--- src/rtl/core/utf8_text_field_validator_assert.svh ---
// assertion macros for the text field validator
`ifndef UTF8_TEXT_FIELD_VALIDATOR_ASSERT_SVH
`define UTF8_TEXT_FIELD_VALIDATOR_ASSERT_SVH

`ifndef NO_ASSERTIONS
`define UTFV_ASSERT(label, prop, msg) \
  label: assert property (@(posedge clk_i) disable iff (!rst_ni) prop) else $error(msg);
`define UTFV_ASSERT_ALWAYS(label, prop, msg) \
  label: assert property (@(posedge clk_i) prop) else $error(msg);
`else
`define UTFV_ASSERT(label, prop, msg)
`define UTFV_ASSERT_ALWAYS(label, prop, msg)
`endif

`endif

--- src/rtl/core/utfv_pkg.sv ---
package utfv_pkg;

  typedef enum logic [1:0] {
    MODE_TEXT        = 2'd0,
    MODE_HEX         = 2'd1,
    MODE_IDENT       = 2'd2,
    MODE_MODEL_IDENT = 2'd3
  } mode_e;

  typedef enum logic [0:0] {
    CFG_FIELD_MODE = 1'b0,
    CFG_MAX_LENGTH = 1'b1
  } cfg_e;

  typedef enum logic [2:0] {
    ERR_NONE      = 3'd0,
    ERR_EMPTY     = 3'd1,
    ERR_TOO_LONG  = 3'd2,
    ERR_BAD_CHAR  = 3'd3,
    ERR_BAD_UTF8  = 3'd4,
    ERR_TRUNCATED = 3'd5
  } err_e;

  // bound on the first continuation byte after a lead
  typedef enum logic [2:0] {
    LIM_NONE  = 3'd0,
    LIM_GE_A0 = 3'd1,
    LIM_LT_A0 = 3'd2,
    LIM_GE_90 = 3'd3,
    LIM_LT_90 = 3'd4
  } lim_e;

  localparam logic [7:0]  LEAD2_LO   = 8'hc2;
  localparam logic [7:0]  LEAD2_HI   = 8'hdf;
  localparam logic [7:0]  LEAD3_LO   = 8'he0;
  localparam logic [7:0]  LEAD3_HI   = 8'hef;
  localparam logic [7:0]  LEAD3_SURR = 8'hed;
  localparam logic [7:0]  LEAD4_LO   = 8'hf0;
  localparam logic [7:0]  LEAD4_HI   = 8'hf4;
  localparam logic [7:0]  CONT_MASK  = 8'hc0;
  localparam logic [7:0]  CONT_TAG   = 8'h80;
  localparam logic [7:0]  BOUND_A0   = 8'ha0;
  localparam logic [7:0]  BOUND_90   = 8'h90;
  localparam logic [7:0]  DEL_CHAR   = 8'h7f;
  localparam logic [7:0]  CTRL_LIMIT = 8'h20;

  localparam logic [15:0] MAX_LEN_RST = 16'd511;
  localparam logic [16:0] COUNT_SAT   = 17'h10000;

  typedef struct packed {
    logic [1:0] pend;
    lim_e       lim;
  } cont_t;

  typedef struct packed {
    cont_t cont;
    err_e  err;
  } chk_t;

  typedef struct packed {
    logic [7:0] text_byte;
    logic       carries_byte;
    logic       end_of_string;
  } in_item_t;

  typedef struct packed {
    logic        field_ok;
    logic [2:0]  error_kind;
    logic [16:0] byte_count;
    logic        last_of_run;
  } out_item_t;

endpackage

--- src/rtl/core/utfv_if.sv ---
interface utfv_in_if;
  logic               valid;
  logic               ready;
  utfv_pkg::in_item_t data;

  modport source (output valid, output data, input ready);
  modport sink (input valid, input data, output ready);
endinterface

interface utfv_out_if;
  logic                valid;
  logic                ready;
  utfv_pkg::out_item_t data;

  modport source (output valid, output data, input ready);
  modport sink (input valid, input data, output ready);
endinterface

--- src/rtl/core/utfv_byte_check.sv ---
module utfv_byte_check (
  input  utfv_pkg::mode_e mode_i,
  input  utfv_pkg::cont_t cont_i,
  input  logic [7:0]      byte_i,
  output utfv_pkg::chk_t  chk_o
);

  logic alnum;
  logic ident_ok;
  logic model_ok;
  logic hex_digit;
  logic is_hex;
  logic lim_ok;
  logic cont_good;

  assign alnum = (byte_i >= "A" && byte_i <= "Z") || (byte_i >= "a" && byte_i <= "z") ||
                 (byte_i >= "0" && byte_i <= "9");
  assign ident_ok = alnum || byte_i == "." || byte_i == "_" || byte_i == "-";
  assign model_ok = byte_i == ":" || byte_i == "/" || byte_i == "+";
  assign hex_digit = (byte_i >= "0" && byte_i <= "9") || (byte_i >= "a" && byte_i <= "f");
  assign is_hex = (mode_i == utfv_pkg::MODE_HEX);

  always_comb begin
    unique case (cont_i.lim)
      utfv_pkg::LIM_GE_A0: lim_ok = (byte_i >= utfv_pkg::BOUND_A0);
      utfv_pkg::LIM_LT_A0: lim_ok = (byte_i < utfv_pkg::BOUND_A0);
      utfv_pkg::LIM_GE_90: lim_ok = (byte_i >= utfv_pkg::BOUND_90);
      utfv_pkg::LIM_LT_90: lim_ok = (byte_i < utfv_pkg::BOUND_90);
      default:             lim_ok = 1'b1;
    endcase
  end

  assign cont_good = ((byte_i & utfv_pkg::CONT_MASK) == utfv_pkg::CONT_TAG) && lim_ok;

  always_comb begin
    chk_o.cont = cont_i;
    chk_o.err  = utfv_pkg::ERR_NONE;
    priority if (mode_i == utfv_pkg::MODE_IDENT || mode_i == utfv_pkg::MODE_MODEL_IDENT) begin
      chk_o.cont.pend = 2'd0;
      chk_o.cont.lim  = utfv_pkg::LIM_NONE;
      if (!(ident_ok || (mode_i == utfv_pkg::MODE_MODEL_IDENT && model_ok))) begin
        chk_o.err = utfv_pkg::ERR_BAD_CHAR;
      end
    end else if (cont_i.pend != 2'd0) begin
      chk_o.cont.lim = utfv_pkg::LIM_NONE;
      if (!cont_good) begin
        chk_o.cont.pend = 2'd0;
        chk_o.err       = utfv_pkg::ERR_BAD_UTF8;
      end else begin
        chk_o.cont.pend = cont_i.pend - 2'd1;
        chk_o.err       = is_hex ? utfv_pkg::ERR_BAD_CHAR : utfv_pkg::ERR_NONE;
      end
    end else if (byte_i < utfv_pkg::CONT_TAG) begin
      if (byte_i < utfv_pkg::CTRL_LIMIT || byte_i == utfv_pkg::DEL_CHAR) begin
        chk_o.err = utfv_pkg::ERR_BAD_CHAR;
      end else if (is_hex && !hex_digit) begin
        chk_o.err = utfv_pkg::ERR_BAD_CHAR;
      end
    end else if (byte_i >= utfv_pkg::LEAD2_LO && byte_i <= utfv_pkg::LEAD2_HI) begin
      chk_o.cont.pend = 2'd1;
      chk_o.cont.lim  = utfv_pkg::LIM_NONE;
      chk_o.err       = is_hex ? utfv_pkg::ERR_BAD_CHAR : utfv_pkg::ERR_NONE;
    end else if (byte_i >= utfv_pkg::LEAD3_LO && byte_i <= utfv_pkg::LEAD3_HI) begin
      chk_o.cont.pend = 2'd2;
      chk_o.cont.lim  = (byte_i == utfv_pkg::LEAD3_LO)   ? utfv_pkg::LIM_GE_A0 :
                        (byte_i == utfv_pkg::LEAD3_SURR) ? utfv_pkg::LIM_LT_A0 :
                                                           utfv_pkg::LIM_NONE;
      chk_o.err       = is_hex ? utfv_pkg::ERR_BAD_CHAR : utfv_pkg::ERR_NONE;
    end else if (byte_i >= utfv_pkg::LEAD4_LO && byte_i <= utfv_pkg::LEAD4_HI) begin
      chk_o.cont.pend = 2'd3;
      chk_o.cont.lim  = (byte_i == utfv_pkg::LEAD4_LO) ? utfv_pkg::LIM_GE_90 :
                        (byte_i == utfv_pkg::LEAD4_HI) ? utfv_pkg::LIM_LT_90 :
                                                         utfv_pkg::LIM_NONE;
      chk_o.err       = is_hex ? utfv_pkg::ERR_BAD_CHAR : utfv_pkg::ERR_NONE;
    end else begin
      chk_o.err = utfv_pkg::ERR_BAD_UTF8;
    end
  end

endmodule

--- src/rtl/core/utf8_text_field_validator.sv ---
// text field validator
// in_if_i carries one byte of a string per transaction, with carries_byte
// marking a real byte and end_of_string marking the last transaction of the
// string. an empty string is sent as one transaction with carries_byte low
// and end_of_string high.
// out_if_o carries one verdict per string: field_ok, the error kind (empty,
// too long, first byte error, truncated, in that priority), the saturated byte count and last_of_run.
// the verdict is registered and valid in the cycle after the end_of_string transaction is taken.
// one transaction per cycle is taken unless stalled; the running state and the
// verdict register are updated in the same cycle by one pass of byte checking.
// the config port (cfg_we_i, cfg_index_i, cfg_data_i) sets field_mode and
// max_length; writes are meant for idle periods between strings.
// reset clears the running state, drops any held verdict and loads
// field_mode = canonical text and max_length = 511.
// when the receiver stalls, the held verdict stays on out_if_o and in_if_i
// stops taking transactions until the verdict is taken; the verdict
// register is reloaded in the cycle it is taken, so there is no bubble.
`include "utf8_text_field_validator_assert.svh"

module utf8_text_field_validator (
  input  logic        clk_i,
  input  logic        rst_ni,
  utfv_in_if.sink     in_if_i,
  utfv_out_if.source  out_if_o,
  input  logic        cfg_we_i,
  input  logic [0:0]  cfg_index_i,
  input  logic [15:0] cfg_data_i
);

  utfv_pkg::mode_e     mode_q;
  logic [15:0]         max_len_q;
  utfv_pkg::cont_t     cont_q, cont_d;
  logic [16:0]         seen_q, seen_d;
  utfv_pkg::err_e      first_err_q, first_err_d;
  logic                out_valid_q;
  utfv_pkg::out_item_t out_q, out_d;

  utfv_pkg::chk_t      chk;
  logic                in_ready;
  logic                accept;
  utfv_pkg::err_e      kind;

  utfv_byte_check u_byte_check (
    .mode_i (mode_q),
    .cont_i (cont_q),
    .byte_i (in_if_i.data.text_byte),
    .chk_o  (chk)
  );

  assign in_ready       = !out_valid_q || out_if_o.ready;
  assign in_if_i.ready  = in_ready;
  assign accept         = in_if_i.valid && in_ready;
  assign out_if_o.valid = out_valid_q;
  assign out_if_o.data  = out_q;

  always_ff @(posedge clk_i or negedge rst_ni) begin
    if (!rst_ni) begin
      mode_q    <= utfv_pkg::MODE_TEXT;
      max_len_q <= utfv_pkg::MAX_LEN_RST;
    end else if (cfg_we_i) begin
      unique case (utfv_pkg::cfg_e'(cfg_index_i))
        utfv_pkg::CFG_FIELD_MODE: mode_q    <= utfv_pkg::mode_e'(cfg_data_i[1:0]);
        utfv_pkg::CFG_MAX_LENGTH: max_len_q <= cfg_data_i;
      endcase
    end
  end

  // state after the current byte
  always_comb begin
    cont_d      = cont_q;
    seen_d      = seen_q;
    first_err_d = first_err_q;
    if (in_if_i.data.carries_byte) begin
      cont_d = chk.cont;
      if (seen_q != utfv_pkg::COUNT_SAT) begin
        seen_d = seen_q + 17'd1;
      end
      if (first_err_q == utfv_pkg::ERR_NONE) begin
        first_err_d = chk.err;
      end
    end
  end

  always_comb begin
    priority if (seen_d == 17'd0) begin
      kind = utfv_pkg::ERR_EMPTY;
    end else if (seen_d > {1'b0, max_len_q}) begin
      kind = utfv_pkg::ERR_TOO_LONG;
    end else if (first_err_d != utfv_pkg::ERR_NONE) begin
      kind = first_err_d;
    end else if (cont_d.pend != 2'd0) begin
      kind = utfv_pkg::ERR_TRUNCATED;
    end else begin
      kind = utfv_pkg::ERR_NONE;
    end
    out_d.field_ok    = (kind == utfv_pkg::ERR_NONE);
    out_d.error_kind  = kind;
    out_d.byte_count  = seen_d;
    out_d.last_of_run = 1'b1;
  end

  always_ff @(posedge clk_i or negedge rst_ni) begin
    if (!rst_ni) begin
      cont_q      <= '{pend: 2'd0, lim: utfv_pkg::LIM_NONE};
      seen_q      <= 17'd0;
      first_err_q <= utfv_pkg::ERR_NONE;
    end else if (accept) begin
      if (in_if_i.data.end_of_string) begin
        cont_q      <= '{pend: 2'd0, lim: utfv_pkg::LIM_NONE};
        seen_q      <= 17'd0;
        first_err_q <= utfv_pkg::ERR_NONE;
      end else begin
        cont_q      <= cont_d;
        seen_q      <= seen_d;
        first_err_q <= first_err_d;
      end
    end
  end

  always_ff @(posedge clk_i or negedge rst_ni) begin
    if (!rst_ni) begin
      out_valid_q <= 1'b0;
    end else if (accept && in_if_i.data.end_of_string) begin
      out_valid_q <= 1'b1;
    end else if (out_if_o.ready) begin
      out_valid_q <= 1'b0;
    end
  end

  always_ff @(posedge clk_i) begin
    if (accept && in_if_i.data.end_of_string) begin
      out_q <= out_d;
    end
  end

  `UTFV_ASSERT(a_stall_blocks_input, out_valid_q && !out_if_o.ready |-> !in_if_i.ready,
               "input taken while verdict is stalled")
  `UTFV_ASSERT(a_end_gives_verdict, accept && in_if_i.data.end_of_string |=> out_valid_q && seen_q == 17'd0 && cont_q.pend == 2'd0,
               "end of string did not yield a verdict and clear the state")
  `UTFV_ASSERT(a_ok_matches_kind, out_valid_q |-> out_q.field_ok == (out_q.error_kind == utfv_pkg::ERR_NONE),
               "field_ok disagrees with error_kind")
  `UTFV_ASSERT_ALWAYS(a_lim_needs_pend, cont_q.pend == 2'd0 |-> cont_q.lim == utfv_pkg::LIM_NONE,
                      "continuation bound set with nothing pending")

endmodule

--- src/flat_wrapper.sv ---
// flat-port wrapper written by rule: the top's interface ports become plain ports
module utf8_text_field_validator_flat 
  (clk_i, rst_ni, cfg_we_i, cfg_index_i, cfg_data_i, in_if_i_valid, in_if_i_data, in_if_i_ready, out_if_o_valid, out_if_o_data, out_if_o_ready);
  utfv_in_if in_if_i_i ();
  utfv_out_if out_if_o_i ();
  input  logic clk_i;
  input  logic rst_ni;
  input  logic cfg_we_i;
  input  logic [0:0] cfg_index_i;
  input  logic [15:0] cfg_data_i;
  input wire logic [$bits(in_if_i_i.valid)-1:0] in_if_i_valid;
  input wire logic [$bits(in_if_i_i.data)-1:0] in_if_i_data;
  output wire logic [$bits(in_if_i_i.ready)-1:0] in_if_i_ready;
  output wire logic [$bits(out_if_o_i.valid)-1:0] out_if_o_valid;
  output wire logic [$bits(out_if_o_i.data)-1:0] out_if_o_data;
  input wire logic [$bits(out_if_o_i.ready)-1:0] out_if_o_ready;
  assign in_if_i_i.valid = in_if_i_valid;
  assign in_if_i_i.data = in_if_i_data;
  assign in_if_i_ready = in_if_i_i.ready;
  assign out_if_o_valid = out_if_o_i.valid;
  assign out_if_o_data = out_if_o_i.data;
  assign out_if_o_i.ready = out_if_o_ready;
  utf8_text_field_validator u_core (.clk_i(clk_i), .rst_ni(rst_ni), .in_if_i(in_if_i_i), .out_if_o(out_if_o_i), .cfg_we_i(cfg_we_i), .cfg_index_i(cfg_index_i), .cfg_data_i(cfg_data_i));
endmodule
--- config.mk ---
export PLATFORM = sky130hd
export DESIGN_NAME = utf8_text_field_validator_flat
export DESIGN_NICKNAME = d
export VERILOG_FILES = /design/src/rtl/core/utfv_pkg.sv /design/src/rtl/core/utfv_if.sv /design/src/rtl/core/utfv_byte_check.sv /design/src/rtl/core/utf8_text_field_validator.sv /design/src/flat_wrapper.sv
export VERILOG_INCLUDE_DIRS = /design/src /design/src/rtl/core
export SDC_FILE = /design/constraint.sdc
export NUM_CORES = 1
export LEC_CHECK = 0
export BUFFER_PORTS_ARGS = -buffer_cell sky130_fd_sc_hd__buf_2
export CAP_MARGIN = 20
export CELL_PAD_IN_SITES_DETAIL_PLACEMENT = 2
export CELL_PAD_IN_SITES_GLOBAL_PLACEMENT = 2
export CORE_UTILIZATION = 37
export CTS_CLUSTER_SIZE = 16
export DETAILED_ROUTE_END_ITERATION = 12
export PLACE_DENSITY = 0.79
export SLEW_MARGIN = 40
export SYNTH_ARGS = -nofsm -noshare
export SYNTH_HDL_FRONTEND = slang
export SYNTH_SLANG_ARGS = --single-unit
--- constraint.sdc ---
create_clock -name clk_i -period 4.95 [get_ports clk_i]
set_input_delay 0.495 -clock clk_i [delete_from_list [all_inputs] [get_ports clk_i]]
set_output_delay 0.495 -clock clk_i [all_outputs]
set_load 0.05 [all_outputs]
==> summary.log, run 1 <==
qor: run_status.run_status finished, final reports clean
qor: place.gpl_wtd_cong 0.840
qor: drt.route.final.wire_length 12,800 um
qor: place.preCtsSetupSlack 0.892 ns
qor: cells_and_area.multiInputGateArea 0.00209 mm2
qor: synth.postSynthRegisterBits 65
qor: timing.post-route-worst-setup-slack 0.677 ns
qor: synth.ys_async_sr_fraction 67.7%
qor: synth.post_synth_fa_ha_maj_area_fraction 5.81%
qor: cells_and_area.fin_area 0.00462 mm2
qor: clock_network.ctsResizeCount 0
qor: drt.dr.first_iter.drc_count 189
qor: drt.detail_route.vias_per_cell 5.84
qor: clock_network.tritoncts yes
qor: critical_path.arrival 4.38 ns
qor: drt.drcViolationCount 0
qor: place.dp_hpwl 9160 um
qor: critical_path.worstReg2RegStart u_core.seen_q[0]
qor: synth.dominant_combinational_cell_family_by_area_after_synthesis simple AND/OR/NAND/NOR gates
qor: synth.seq_area_frac_synth 42.6%
qor: global_route.grt_antenna_before_repair 0
qor: drt.drt_pass1_iterations 5
qor: timing.timing.slew.headroom 45.7%
qor: critical_path.worst_r2r_path_depth 14
qor: cells_and_area.post_layout_nonfiller_instances 606
qor: critical_path.timing.critical_path.to_type register
qor: clock_network.cts_post_setup_buffers_inserted 0
qor: floorplan.die_x 107 um
qor: clock_network.cts-root-to-sink-buffers 2
qor: global_route.grt_start_max_net_pins 45
qor: cells_and_area.final-seq-area 0.00174 mm2
qor: synth.warning_count_from_the_yosys_run 0
qor: timing.final-setup-viol-count 0
qor: synth.netlist.area_leader.share 21.4%
qor: drt.antenna_violating_nets_post_route 0
qor: drt.routed_metal_1_wire_length 5650 um
qor: synth.syn_nets 471
qor: floorplan.floorplan.initialDensity 37.9%
qor: critical_path.worst_setup_path_start_kind register
qor: timing.layout_worst_path_cycle_share 86.3%
qor: floorplan.die_height 107 um
qor: floorplan.design.portCount 56
qor: floorplan.rows 38
qor: clock_network.clock_tree.htree_level_count 3
qor: timing.highest_achievable_clock_rate 234 MHz
qor: critical_path.worst_ep_required_time 5.05 ns
qor: place.io_buffers 54
qor: global_route.overflow_left_after_global_routing 0
qor: critical_path.timing.critical_path.fanout_max 8
qor: timing.rsz0062_at_grt false
qor: worst_hold_path.min_path_type primary input to asynchronous set/reset pin
qor: clock_network.clkSinkCount 65
qor: drt.dr_total_vias 3,541
qor: cells_and_area.fillers 1,172
qor: cells_and_area.finish.utilization 42.8%
qor: synth.netlist_top_cells_area sky130_fd_sc_hd__dfrtp_1 (21%), sky130_fd_sc_hd__edfxtp_1 (15%), sky130_fd_sc_hd__mux2_2 (6.1%)
qor: timing.drv_slew 0
qor: cells_and_area.post_route_cells_drive_above_1_share 24.2%
qor: synth.synth-compound-area-share 14.9%
qor: drt.met3_wire_length 393 um
qor: power.power-per-cell-area 326 mW/mm2
qor: synth.synth.area.mux_share 6.30%
qor: global_route.globalRouteTotalUtil 23.7%
qor: clock_network.path_clk_slew 0.08 ns
qor: synth.synth_edf_count 21
qor: clock_network.numCtsBuffers 9
qor: timing.fin_setup_tns 0 ns
qor: drt.route.top_layer_used met4
qor: synth.yosys.area_share.simple 19.8%
qor: cells_and_area.count_of_inserted_antenna_diode_cells 0
qor: synth.synth-xor-area-share 4.07%
qor: power.total_leakage_power 2.05 nW
qor: synth.synth.avg_cell_area 9.74 um2
qor: clock_network.post_cts_hold_buffer_count 0
qor: synth.yosys_most_used_dff sky130_fd_sc_hd__dfrtp_1
qor: drt.detailroute.wirelength.met2 6500 um
qor: cells_and_area.layout-area-overhead-vs-synth 13.1%
qor: place.dpl.cell_count 590
qor: flow_run.drv.max_cap_violation_count 0
qor: synth.post_synth_num_cell_types 64
qor: clock_network.cts.root.buffer_cell sky130_fd_sc_hd__clkbuf_8
qor: floorplan.dieArea 0.0115 mm2
qor: global_route.grt_first_pass_wirelength 20,500 um
qor: timing.finalWorstPathRequiredPeriod 4.27 ns
qor: timing.timing_hold_violations_final 0
qor: cells_and_area.design.final.nets 512
qor: timing.clock_skew 0.00710 ns
qor: clock_network.worst_skew_pair.late_latency 0.35 ns
qor: floorplan.placeableCoreArea 0.0108 mm2
qor: drt.wire_per_inst 21.2 um
qor: synth.post_synth_inst_count 420
qor: power.power 1.50 mW
qor: critical_path.worst-setup-path-type register to register
qor: critical_path.timing.rr.end u_core.out_if_o.data[19]
qor: timing.worstMarginPinSlew 0.810 ns
qor: global_route.first_global_vias 3,836
qor: synth.netlist_area 0.00409 mm2
qor: timing.worst_hold_slack 0.221 ns
qor: synth.synth_top_area_cell sky130_fd_sc_hd__dfrtp_1
qor: power.worst_vdd_rail_ir_drop 0.179 mV
qor: critical_path.setup.reg_to_reg.worst_slack 0.68 ns
qor: place.instance_area_at_placement 0.00441 mm2
==> logic make-up after synthesis <==
group / after synthesis
buffers and inverters: 56
AND/OR/NAND/NOR: 144
AO/OA/AOI/OAI: 93
adder cells (fa/ha/maj): 19
other: 1
XOR/XNOR: 19
multiplexers: 23
flip-flops: 65
==> critical path, stage by stage (launching register included) <==
cell                        delay [ns]
sky130_fd_sc_hd__dfrtp_1          0.46
sky130_fd_sc_hd__inv_1            0.15
sky130_fd_sc_hd__ha_1             0.19
sky130_fd_sc_hd__nor4b_2          0.21
sky130_fd_sc_hd__nand4_1          0.30
sky130_fd_sc_hd__and2_1           0.37
sky130_fd_sc_hd__nand2_1          0.16
sky130_fd_sc_hd__xnor2_1          0.16
sky130_fd_sc_hd__ha_1             0.28
sky130_fd_sc_hd__a21o_1           0.18
sky130_fd_sc_hd__a21o_1           0.20
sky130_fd_sc_hd__a211o_1          0.31
sky130_fd_sc_hd__a2111oi_0        0.50
sky130_fd_sc_hd__o21ai_1          0.24
sky130_fd_sc_hd__o31a_1           0.32
==> report_power, final <==
part	total [mW]	internal, mW	switching [mW]
logic	0.360	0.132	0.227
registers	0.654	0.614	0.0404
clock network	0.491	0.266	0.225
total	1.50	1.01	0.493
==> cell usage in the layout (no fill, tap or decap), types with 9 or more instances in the layout <==
master / synthesis / layout
sky130_fd_sc_hd__xnor2_1: 11 / 11
sky130_fd_sc_hd__dfstp_2: 9 / 9
sky130_fd_sc_hd__nor3_1: 9 / 9
sky130_fd_sc_hd__nand4_1: 13 / 13
sky130_fd_sc_hd__dfrtp_1: 35 / 35
sky130_fd_sc_hd__o21ai_0: 21 / 21
sky130_fd_sc_hd__ha_1: 19 / 19
sky130_fd_sc_hd__inv_1: 27 / 26
sky130_fd_sc_hd__a21oi_1: 16 / 16
sky130_fd_sc_hd__nor2_1: 28 / 28
sky130_fd_sc_hd__mux2_2: 22 / 22
sky130_fd_sc_hd__buf_2: 4 / 54
sky130_fd_sc_hd__edfxtp_1: 21 / 21
sky130_fd_sc_hd__nand3_1: 10 / 10
sky130_fd_sc_hd__nand2_1: 30 / 30
sky130_fd_sc_hd__clkbuf_8: 0 / 9
==> metal layers <==
metal / GRT usage [%] / vias to the layer above
met3: 4.32 / 25
li1: - / 1622
met4: 8.71 / 0
met1: 28.7 / 1821
met2: 41.8 / 73
met5: 0 / -
==> state kept, by name, summed over array words and instances (netlist names) <==
signal / cells
u_core.mode_q: 2
u_core.out_if_o.data: 21
u_core.cont_q: 5
u_core.max_len_q: 16
u_core.first_err_q: 3
u_core.out_if_o.valid: 1
u_core.seen_q: 17
==> synth_stat cells (9+ instances only) <==
cell	number
sky130_fd_sc_hd__ha_1	19
sky130_fd_sc_hd__inv_1	27
sky130_fd_sc_hd__nand3_1	10
sky130_fd_sc_hd__dfstp_2	9
sky130_fd_sc_hd__nor2_1	28
sky130_fd_sc_hd__xnor2_1	11
sky130_fd_sc_hd__nand2_1	30
sky130_fd_sc_hd__a21oi_1	16
sky130_fd_sc_hd__nor3_1	9
sky130_fd_sc_hd__dfrtp_1	35
sky130_fd_sc_hd__mux2_2	22
sky130_fd_sc_hd__nand4_1	13
sky130_fd_sc_hd__edfxtp_1	21
sky130_fd_sc_hd__o21ai_0	21
sky130_fd_sc_hd__clkbuf_1	15
==> final cells by class <==
| class | instances | share of cell area [%] |
|---|---|---|
| Timing Repair Buffer | 58 | 6.50 |
| Sequential cell | 65 | 37.7 |
| Inverter | 28 | 2.27 |
| Clock buffer | 11 | 3.30 |
| Clock inverter | 5 | 1.33 |
| Tap cell | 140 | 3.79 |
| Multi-Input combinational cell | 299 | 45.1 |
==> how the worst max path moves through the flow <==
stage                startpoint                        to  slack (ns)  cells past startpoint
3_3_place_gp   u_core.seen_q[0]  u_core.out_if_o.data[19]        1.08                     14
4_1_cts        u_core.seen_q[0]  u_core.out_if_o.data[19]        0.69                     14
5_1_grt        u_core.seen_q[0]  u_core.out_if_o.data[19]        0.37                     14
6_report       u_core.seen_q[0]  u_core.out_if_o.data[19]        0.68                     14
3_5_place_dp   u_core.seen_q[0]  u_core.out_if_o.data[19]        0.89                     14
2_1_floorplan  u_core.seen_q[0]  u_core.out_if_o.data[19]        1.37                     15
Power figures use the tool's default switching activity.
==> run 2: changes to the inputs <==
- CORE_UTILIZATION: 37 -> 33
- MAX_ROUTING_LAYER: default -> met4
- PLACE_DENSITY: 0.79 -> 0.74
- clock period: 4.95 -> 3.6 ns (I/O delays scaled with it)
==> run 2 against run 1 <==
Compared with the run above: sequential cell count unchanged; first-iteration DRC count down 9.0%; clock power up 62%; die area up 12%; critical path type unchanged; largest cell class unchanged; largest power group unchanged.
==> summary.log, run 2 (same netlist as run 1, synthesis figures left out) <==
qor: run_status.run_status finished, final reports clean
qor: drt.detail_route.vias_per_cell 5.45
qor: power.worst_vdd_rail_ir_drop 0.219 mV
qor: place.gpl_wtd_cong 0.830
qor: flow_run.drv.max_cap_violation_count 0
qor: cells_and_area.post_layout_nonfiller_instances 663
qor: cells_and_area.count_of_inserted_antenna_diode_cells 0
qor: critical_path.worst_r2r_path_depth 13
qor: place.dp_hpwl 9840 um
qor: critical_path.worstReg2RegStart u_core.seen_q[4]
qor: timing.clock_skew 0.00451 ns
qor: drt.wire_per_inst 20.4 um
qor: floorplan.die_x 113 um
qor: global_route.globalRouteTotalUtil 22.9%
qor: cells_and_area.layout-area-overhead-vs-synth 22.7%
qor: cells_and_area.largest_register_ffs 21
qor: cells_and_area.post_route_cells_drive_above_1_share 31.1%
qor: timing.timing_hold_violations_final 0
qor: global_route.grt_first_pass_wirelength 21,800 um
qor: critical_path.worst_ep_required_time 3.80 ns
qor: floorplan.floorplan.initialDensity 33.9%
qor: floorplan.rows 40
qor: timing.highest_achievable_clock_rate 287 MHz
qor: drt.drcViolationCount 0
qor: critical_path.worst_setup_path_start_kind register
qor: critical_path.timing.rr.end u_core.out_if_o.data[21]
qor: global_route.overflow_left_after_global_routing 0
qor: timing.post-route-worst-setup-slack 0.112 ns
qor: floorplan.die_height 113 um
qor: timing.timing.slew.headroom 48.7%
qor: clock_network.cts-root-to-sink-buffers 2
qor: global_route.grt_start_max_net_pins 28
qor: place.io_buffers 54
qor: critical_path.timing.critical_path.fanout_max 5
qor: clock_network.cts.root.buffer_cell sky130_fd_sc_hd__clkbuf_16
qor: cells_and_area.design.final.nets 541
qor: floorplan.placeableCoreArea 0.0121 mm2
qor: global_route.first_global_vias 4,000
qor: cells_and_area.multiInputGateArea 0.00217 mm2
qor: floorplan.design.portCount 56
qor: drt.route.final.wire_length 13,500 um
qor: place.preCtsSetupSlack 0.0406 ns
qor: drt.drt_pass1_iterations 4
qor: cells_and_area.fin_area 0.00502 mm2
qor: timing.layout_worst_path_cycle_share 96.9%
qor: place.instance_area_at_placement 0.00465 mm2
qor: clock_network.numCtsBuffers 9
qor: drt.dr.first_iter.drc_count 172
qor: critical_path.arrival 3.69 ns
qor: clock_network.clock_tree.htree_level_count 3
qor: critical_path.worst-setup-path-type register to register
qor: cells_and_area.final_cell_mix sky130_fd_sc_hd__buf_2 (54), sky130_fd_sc_hd__buf_4 (33), sky130_fd_sc_hd__dfrtp_1 (33)
qor: critical_path.timing.critical_path.to_type register
qor: clock_network.post_cts_hold_buffer_count 0
qor: timing.final-setup-viol-count 0
qor: cells_and_area.fillers 1,304
qor: clock_network.tritoncts yes
qor: timing.fin_setup_tns 0 ns
qor: timing.drv_slew 0
qor: power.power-per-cell-area 441 mW/mm2
qor: worst_hold_path.min_path_type primary input to asynchronous set/reset pin
qor: timing.worstMarginPinSlew 0.765 ns
qor: clock_network.path_clk_slew 0.06 ns
qor: place.dpl.cell_count 646
qor: drt.antenna_violating_nets_post_route 0
qor: critical_path.worst_setup_path_startpoint u_core.seen_q[4]
qor: clock_network.worst_skew_pair.late_latency 0.33 ns
qor: timing.finalWorstPathRequiredPeriod 3.49 ns
qor: timing.worst_hold_slack 0.0466 ns
qor: floorplan.dieArea 0.0128 mm2
qor: drt.dr_total_vias 3,611
qor: power.total_leakage_power 2.26 nW
qor: clock_network.clkSinkCount 65
qor: cells_and_area.final-seq-area 0.00175 mm2
qor: cells_and_area.layout.cells.most_common sky130_fd_sc_hd__buf_2
qor: global_route.grt_antenna_before_repair 0
qor: critical_path.setup.reg_to_reg.worst_slack 0.11 ns
qor: critical_path.critical_path.endpoint u_core.out_if_o.data[21]
run 2: per-stage QoR:
stage	util [%]	total power, mW
2_1_floorplan	-	1.24
3_3_place_gp	38.6	1.38
3_5_place_dp	38.6	1.42
4_1_cts	40.8	2.23
5_1_grt	41.6	2.32
6_report	41.6	2.21
run 2: worst max-delay path: stages (launching register included):
cell                        delay (ns)
sky130_fd_sc_hd__dfrtp_1          0.43
sky130_fd_sc_hd__nand4_2          0.18
sky130_fd_sc_hd__buf_4            0.20
sky130_fd_sc_hd__nor4_2           0.40
sky130_fd_sc_hd__nand3_1          0.17
sky130_fd_sc_hd__xnor2_1          0.37
sky130_fd_sc_hd__ha_1             0.35
sky130_fd_sc_hd__a21oi_1          0.24
sky130_fd_sc_hd__o221ai_4         0.19
sky130_fd_sc_hd__a2111oi_4        0.33
sky130_fd_sc_hd__o21ai_2          0.09
sky130_fd_sc_hd__buf_4            0.14
sky130_fd_sc_hd__nor2_1           0.09
sky130_fd_sc_hd__and3_1           0.17
run 2: worst min path at each step:
stage                 from                   end  slack, ns  cells past startpoint
floorplan           rst_ni      u_core.cont_q[0]       0.06                      0
global placement    rst_ni  u_core.max_len_q[11]       0.41                      1
detailed placement  rst_ni  u_core.max_len_q[11]       0.42                      1
CTS                 rst_ni  u_core.max_len_q[11]       0.06                      1
global route        rst_ni  u_core.max_len_q[11]       0.09                      1
finish              rst_ni  u_core.max_len_q[11]       0.05                      1
run 2: power breakdown:
group | total, mW | internal [mW] | switching [mW]
logic | 0.524 | 0.192 | 0.333
clock network | 0.795 | 0.461 | 0.334
registers | 0.895 | 0.846 | 0.0496
run 2: routing by layer:
metal  vias up  share of wire [%]  global-route usage, %
met2        74                 50                   39.1
met4         0                3.2                   8.25
met3        25                2.7                   2.68
met5         -                  0                      -
li1       1669                  -                      -
met1      1843                 44                   27.9
run 2: what timing repair did:
item	in CTS	in global routing
setup buffers	0	1
resized for setup	3	13
endpoints found under the setup margin	3	4
pin swaps	1	1
endpoints found under the hold margin	0	0
run 2: cell type report:
type | instances | share of cell area [%]
tap | 168 | 4.19
timing repair buffer | 87 | 10.3
multi-input combinational | 299 | 43.3
inverter | 28 | 2.10
clock inverter | 6 | 0.698
clock buffer | 10 | 4.56
sequential | 65 | 34.8
